===== src/vpr_pkg.sv =====
// ---------------------------------------------------------------------------
// vpr_pkg
// Types, constants and helpers shared by the visibility phase rotator.
// ---------------------------------------------------------------------------
`default_nettype none

package vpr_pkg;

  localparam int SAMPLE_W     = 16;
  localparam int NCORR_MAX    = 4;
  localparam int NVIS         = 2 * NCORR_MAX;
  localparam int ANGLE_W      = 32;
  localparam int CW           = 34;                 // cordic x, y and z width
  localparam int PROD_W       = SAMPLE_W + CW;
  localparam int ACC_W        = PROD_W + 2;
  localparam int FRONT_STAGES = 7;
  localparam int REG_IDX_W    = 1;

  localparam logic [REG_IDX_W-1:0] REG_OFFSET_X = 1'b0;
  localparam logic [REG_IDX_W-1:0] REG_OFFSET_Y = 1'b1;

  // 2^96 * pi / (648000 * c * 1000) as an integer, split into limbs
  localparam logic [40:0] SCALE_K  = 41'd1281249614227;
  localparam logic [31:0] SCALE_KL = SCALE_K[31:0];
  localparam logic [8:0]  SCALE_KH = SCALE_K[40:32];

  localparam logic signed [CW-1:0] INV_GAIN = 34'sd652032874;

  typedef struct packed {
    logic signed [31:0]         u_mm;
    logic signed [31:0]         v_mm;
    logic [27:0]                freq_khz;
    logic signed [SAMPLE_W-1:0] vis0_re;
    logic signed [SAMPLE_W-1:0] vis0_im;
    logic signed [SAMPLE_W-1:0] vis1_re;
    logic signed [SAMPLE_W-1:0] vis1_im;
    logic signed [SAMPLE_W-1:0] vis2_re;
    logic signed [SAMPLE_W-1:0] vis2_im;
    logic signed [SAMPLE_W-1:0] vis3_re;
    logic signed [SAMPLE_W-1:0] vis3_im;
  } in_item_t;

  typedef struct packed {
    logic signed [SAMPLE_W-1:0] out0_re;
    logic signed [SAMPLE_W-1:0] out0_im;
    logic signed [SAMPLE_W-1:0] out1_re;
    logic signed [SAMPLE_W-1:0] out1_im;
    logic signed [SAMPLE_W-1:0] out2_re;
    logic signed [SAMPLE_W-1:0] out2_im;
    logic signed [SAMPLE_W-1:0] out3_re;
    logic signed [SAMPLE_W-1:0] out3_im;
  } out_item_t;

  // even entries real, odd entries imaginary
  typedef logic [NVIS-1:0][SAMPLE_W-1:0] vis_t;

  typedef struct packed {
    logic [ANGLE_W-1:0] angle;
    vis_t               vis;
  } job_t;

  // atan(2^-i) in units of 2^-32 turn
  function automatic logic [31:0] atan_turn(input int i);
    logic [31:0] r;
    case (i)
      0:  r = 32'h20000000;  1: r = 32'h12E4051E;  2: r = 32'h09FB385B;
      3:  r = 32'h051111D4;  4: r = 32'h028B0D43;  5: r = 32'h0145D7E1;
      6:  r = 32'h00A2F61E;  7: r = 32'h00517C55;  8: r = 32'h0028BE53;
      9:  r = 32'h00145F2F; 10: r = 32'h000A2F98; 11: r = 32'h000517CC;
      12: r = 32'h00028BE6; 13: r = 32'h000145F3; 14: r = 32'h0000A2FA;
      15: r = 32'h0000517D; 16: r = 32'h000028BE; 17: r = 32'h0000145F;
      18: r = 32'h00000A30; 19: r = 32'h00000518; 20: r = 32'h0000028C;
      21: r = 32'h00000146; 22: r = 32'h000000A3; 23: r = 32'h00000051;
      24: r = 32'h00000029; 25: r = 32'h00000014; 26: r = 32'h0000000A;
      27: r = 32'h00000005; 28: r = 32'h00000003; 29: r = 32'h00000001;
      30: r = 32'h00000001;
      default: r = 32'h00000000;
    endcase
    return r;
  endfunction

  // Q30 accumulator: round half up, then saturate to a sample
  function automatic logic [SAMPLE_W-1:0] round_sat(input logic signed [ACC_W-1:0] acc);
    logic signed [ACC_W-1:0] t;
    logic signed [ACC_W-1:0] sh;
    logic signed [ACC_W-1:0] hi;
    logic signed [ACC_W-1:0] lo;
    hi = ACC_W'((64'sd1 <<< (SAMPLE_W - 1)) - 64'sd1);
    lo = -hi - ACC_W'(1);
    t  = acc + ACC_W'(64'sd1 <<< 29);
    sh = t >>> 30;
    if (sh > hi) begin
      sh = hi;
    end else if (sh < lo) begin
      sh = lo;
    end
    return sh[SAMPLE_W-1:0];
  endfunction

  // edges from the accepting edge to the edge that takes the result
  function automatic int latency(input int steps);
    return FRONT_STAGES + 4 + steps;
  endfunction

endpackage

`default_nettype wire


===== src/vpr_queue.sv =====
// ---------------------------------------------------------------------------
// vpr_queue
// Two-entry queue between the phase front end and the rotation back end.
// ---------------------------------------------------------------------------
`default_nettype none

module vpr_queue import vpr_pkg::*; (
  input  wire logic clk,
  input  wire logic rst,
  input  wire logic push,
  input  wire job_t push_job,
  input  wire logic pop,
  output logic      head_valid,
  output job_t      head
);

  job_t mem [0:1];
  logic wr_ptr, rd_ptr;
  logic [1:0] count;
  logic do_push, do_pop;

  assign do_pop  = pop && (count != 2'd0);
  assign do_push = push && ((count != 2'd2) || do_pop);

  always_ff @(posedge clk) begin
    if (rst) begin
      wr_ptr <= 1'b0;
      rd_ptr <= 1'b0;
      count  <= 2'd0;
    end else begin
      if (do_push) begin
        wr_ptr <= ~wr_ptr;
      end
      if (do_pop) begin
        rd_ptr <= ~rd_ptr;
      end
      count <= count + 2'(do_push) - 2'(do_pop);
    end
  end

  always_ff @(posedge clk) begin
    if (do_push) begin
      mem[wr_ptr] <= push_job;
    end
  end

  assign head_valid = (count != 2'd0);
  assign head       = mem[rd_ptr];

endmodule

`default_nettype wire


===== config.mk =====
export PLATFORM = sky130hd
export DESIGN_NAME = vpr_queue
export DESIGN_NICKNAME = d
export VERILOG_FILES = /design/src/vpr_pkg.sv /design/src/vpr_queue.sv
export SDC_FILE = /design/constraint.sdc
export NUM_CORES = 1
export LEC_CHECK = 0
export ABC_AREA = 1
export BUFFER_PORTS_ARGS = -buffer_cell sky130_fd_sc_hd__clkbuf_2
export CAP_MARGIN = 5
export CORE_UTILIZATION = 35
export CTS_CLUSTER_DIAMETER = 150
export DETAILED_ROUTE_END_ITERATION = 8
export PLACE_DENSITY = 0.56
export SLEW_MARGIN = 20
export SYNTH_ARGS = -nofsm -noshare
export SYNTH_HDL_FRONTEND = slang
export SYNTH_SLANG_ARGS = --single-unit

===== constraint.sdc =====
create_clock -name clk -period 10.34 [get_ports clk]
set_clock_uncertainty 0.05 [all_clocks]
set_input_delay 2.068 -clock clk [delete_from_list [all_inputs] [get_ports clk]]
set_output_delay 2.068 -clock clk [all_outputs]
set_load 0.02 [all_outputs]

==> After elaboration in Yosys (flattened, before gate mapping) <==
Memories as Yosys holds them, arrays and structs flattened. A register that Yosys moved wholly into a read port is not among the register bits.
Cells that the tools add are included.
{ "word_totals": {"reg_bits": 4, "memories": 1, "ramBits": 320, "romBits": 0, "latchBits": 0, "word_cells": 17} }
{ "mem_list": {"columns": ["name", "words", "width", "read_ports", "rd_clocked_by_memory_dff", "write_ports", "line_no", "text"], "rows": [
  ["mem", 2, 160, 1, 1, 1, "vpr_queue.sv:17", "job_t mem [0:1];"]
]} }
{ "classes": {"n_shift": 0, "eq_ne": 1, "order_cmp": 0, "addsub": 2, "div_mod_pow": 0, "bitwise_logic": 2, "mux": 4, "reduce_logical": 4, "multipliers": 0} }
{ "ops": {"columns": ["operator", "n"], "rows": [
  ["$mux W1", 4],
  ["$add A2 B1 Y2", 1],
  ["$logic_and A1 B1 Y1", 2],
  ["$ne A2 B2 Y1 const B", 1],
  ["$not A1 Y1", 2],
  ["$reduce_bool A2 Y1", 1],
  ["$sub A2 B1 Y2", 1],
  ["$logic_or A1 B1 Y1", 1]
]} }

==> Logic depth before layout (Yosys ltp) <==
{ "depth": {"ltp_word": 6, "depth_mapped": 11} }

==> Least setup slack after synthesis <==
OpenSTA, ideal clock, no wires.
{ "synth_timing": {"path_kind": "in2reg", "start": "in pop", "end": "mem mem[0][0] in the netlist's numbering (enable)", "setup_ns": 0.681, "arrival_ns": 8.901, "stages": 4, "path_slack_ns": 0.708, "path_cell_list": "inv_1 > nand3_1 > nand2_1 > nor2_1"} }
{ "synth_via": {"elab_chain_cells": 5} }
{ "synth_lines": {"columns": ["element", "line_no", "text"], "rows": [
  ["from (decl)", "vpr_queue.sv:12", "input wire logic pop,"],
  ["$logic_and A1 B1 Y1", "vpr_queue.sv:22", "assign do_pop = pop && (count != 2'd0);"],
  ["$logic_or A1 B1 Y1", "vpr_queue.sv:23", "assign do_push = push && ((count != 2'd2) || do_pop);"],
  ["$logic_and A1 B1 Y1", "vpr_queue.sv:23", null],
  ["$mux W1", "vpr_queue.sv:42", "if (do_push) begin"],
  ["$mux W1 (implied by the code)", "vpr_queue.sv:43", "mem[wr_ptr] <= push_job;"],
  ["to (decl)", "vpr_queue.sv:17", null]
]} }
No other way between the ends.

==> results by group <==
Clock network
  – Number of buffers inserted by hold repair at cts: 0
  – Clock Tree Buf Depth: 3
  – CTS tree: yes
  – Clock Pin Slew Worst Setup and Hold Paths: 60 ps
  – Gates resized, CTS repair: 0
  – Setup fix buffers added after clock tree synthesis: 0
  – Total CTS buffers: 35
  – H-tree level count: 2
  – Number of sinks on the clock net: 325
  – Root Driver: sky130_fd_sc_hd__clkbuf_16
  – Worst-Skew Late Latency: 490 ps

Timing
  – Post-route minimum period: 5070 ps
  – Relative slew slack: 28.5%
  – Fin Setup TNS: 0 ps
  – Final cycle utilization of the critical path: 49.0%
  – Worst slew pin tran: 1070 ps
  – Max Transition Viols Final: 0
  – Hold Fails Final Rpt: 0
  – Hold Slack: 445 ps
  – Setup repair after global routing missed its margin: no
  – # setup viols final: 0
  – Fmax: 197 MHz

GRT
  – GRT Residual Overflow: 0
  – Vias in the first global route: 6184
  – GRT Resource Usage Total: 12.5%
  – Wire length of the first global-routing pass: 34300 um
  – Antenna violations before repair: 0
  – Pin count of the biggest net entering global routing: 85

Critical path
  – CP required: 8220 ps
  – Launch instance of the worst register-to-register path: count[0]
  – Maximum fanout along the worst path: 64
  – Critical Path Sink Type: output pin
  – Setup CP Type: flip-flop to output pin
  – Element type at the critical path start: flip-flop
  – Arr. time, crit path: 2950 ps

Layout
  – Antenna diodes: 0
  – Area taken by multi-input logic gates: 0.00229 mm2
  – Final cell utilization of the core: 45.3%
  – Total of fill cells in the finished design: 2979
  – Nets: 1048
  – Synth-to-Final Area Change: 25.8%
  – Share of cells above drive strength 1: 58.8%
  – Reg area: 0.00971 mm2

Route
  – DRC violations left: 0
  – Detailed router's first-iteration violation count: 236
  – Total wire length: 23100 um
  – Total number of vias: 6025
  – Remaining antenna violation count after routing: 0
  – WL/cell: 17.0 um
  – Drt first pass iters: 4
  – Post-detailed-route via-to-cell ratio: 4.45

Floorplanning
  – Starting utilization of the core area: 36.0%
  – Horizontal die dimension: 189 um
  – Site row count: 67
  – Core outline area: 0.0339 mm2
  – IO Count: 325
  – Die area: 0.0356 mm2
  – DIE HEIGHT: 189 um

Hold path
  – Source of the worst hold timing path: rd_ptr
  – HP Class: flip-flop to flip-flop

Placed design
  – Global placement routability congestion: 0.693
  – Number of port buffers: 324
  – Hpwl dp: 15000 um

Power
  – Leak Pwr: 5.97 nW
  – IR drop worst, VDD: 0.155 mV
  – PwrDens: 239 mW/mm2

Yosys
  – Sequential element share of the synthesized area: 79.6%
  – Synthesized area divided by synthesized cell count: 22.8 um2
  – Net Count, Synth: 700
  – Yosys synthesis warning count: 0
  – Number of different library cells in the post-synthesis netlist: 14
  – Synthesis-stage register bit count: 325
  – Cells after Synth: 534
  – Synthesized area: 0.0122 mm2

Job
  – Max-Cap Viols: 0

Outcome
  – Outcome: complete, no violations
## per-stage QoR
stage	cell area, um2	instances	power [mW]	setup slack (ps)
after floorplan	12200	534	2.32	708
after global placement	14300	1293	2.55	5670
after detailed placement	14300	1293	2.56	5680
after CTS	15300	1355	3.73	5140
after global routing	15300	1355	3.83	5060
final	15300	1355	3.67	5270
## sequential cells by signal, summed over array words and instances, names as in the netlist, named ones only
name,flops
mem,320
wr_ptr,1
rd_ptr,1
count,2
## area by class of cell
| type | instances | share of cell area (%) |
|---|---|---|
| flip-flops and latches | 325 | 63.3 |
| multi-input cells | 182 | 15.0 |
| repair buffers | 329 | 10.8 |
| clock buffers | 49 | 6.33 |
| well taps | 448 | 3.65 |
| clock inverters | 13 | 0.669 |
| inverters | 9 | 0.253 |
## cell usage in the layout (no fill, tap or decap), types with 2 or more instances in the layout
master                      instances
sky130_fd_sc_hd__a21oi_1            2
sky130_fd_sc_hd__buf_4              4
sky130_fd_sc_hd__bufinv_16          2
sky130_fd_sc_hd__clkbuf_1          12
sky130_fd_sc_hd__clkbuf_16         37
sky130_fd_sc_hd__clkbuf_2         324
sky130_fd_sc_hd__clkinv_1          10
sky130_fd_sc_hd__dfxtp_1            4
sky130_fd_sc_hd__edfxtp_1         320
sky130_fd_sc_hd__ha_1               2
sky130_fd_sc_hd__inv_1              8
sky130_fd_sc_hd__mux2_2            60
sky130_fd_sc_hd__mux2_4           100
sky130_fd_sc_hd__nand2_1            6
sky130_fd_sc_hd__nand3_1            3
sky130_fd_sc_hd__nor2_1             6
## where the power goes
group | internal, mW | switching (mW) | total, mW
combinational | 0.367 | 0.480 | 0.848
clock | 0.702 | 0.463 | 1.16
sequential | 1.60 | 0.0568 | 1.66
## critical path, cell delays in order (launching register included)
cell	delay [ps]
sky130_fd_sc_hd__dfxtp_4	920
sky130_fd_sc_hd__buf_4	830
sky130_fd_sc_hd__mux2_2	420
sky130_fd_sc_hd__clkbuf_2	150
## metal layers
metal	vias up	global-route usage (%)	part of all wire, %	wire length, um
met5	-	0	0	0
met4	0	3.69	1.9	434
met3	33	4.94	9.2	2130
met2	236	21.0	48	11100
met1	2944	14.8	41	9460
li1	2812	-	-	-
## logic make-up (layout without fill, tap and decap cells)
kind of cell / Yosys count / after routing / share of synthesized area [%]
AND/OR/NAND/NOR: 17 / 17 / 0.575
adder cells (fa/ha/maj): 2 / 2 / 0.205
AO/OA/AOI/OAI: 3 / 3 / 0.123
buffers and inverters: 27 / 400 / 1.63
multiplexers: 160 / 160 / 17.9
flip-flops: 325 / 325 / 79.6
## path summary, 6_finish.rpt
kind | end | slack (ps) | cells past startpoint
worst min-delay path | flip-flop | 450 | 2
worst max-delay path | head[50] | 5270 | 3
worst max register to register | mem[1][0] | 7520 | 5
worst min register to register | flip-flop | 450 | 2
## cell usage after synthesis
library cell | count | area (um2)
sky130_fd_sc_hd__mux2_2 | 60 | 676
sky130_fd_sc_hd__buf_2 | 6 | 30.0
sky130_fd_sc_hd__or2_2 | 1 | 6.26
sky130_fd_sc_hd__nand2_1 | 6 | 22.5
sky130_fd_sc_hd__mux2_4 | 100 | 1500
sky130_fd_sc_hd__o21ai_0 | 1 | 5.00
sky130_fd_sc_hd__a21oi_1 | 2 | 10.0
sky130_fd_sc_hd__edfxtp_1 | 320 | 9610
sky130_fd_sc_hd__inv_1 | 9 | 33.8
sky130_fd_sc_hd__nor2_1 | 7 | 26.3
sky130_fd_sc_hd__dfxtp_1 | 5 | 100
sky130_fd_sc_hd__buf_6 | 12 | 135
sky130_fd_sc_hd__nand3_1 | 3 | 15.0
sky130_fd_sc_hd__ha_1 | 2 | 25.0
Power figures use the tool's default switching activity.
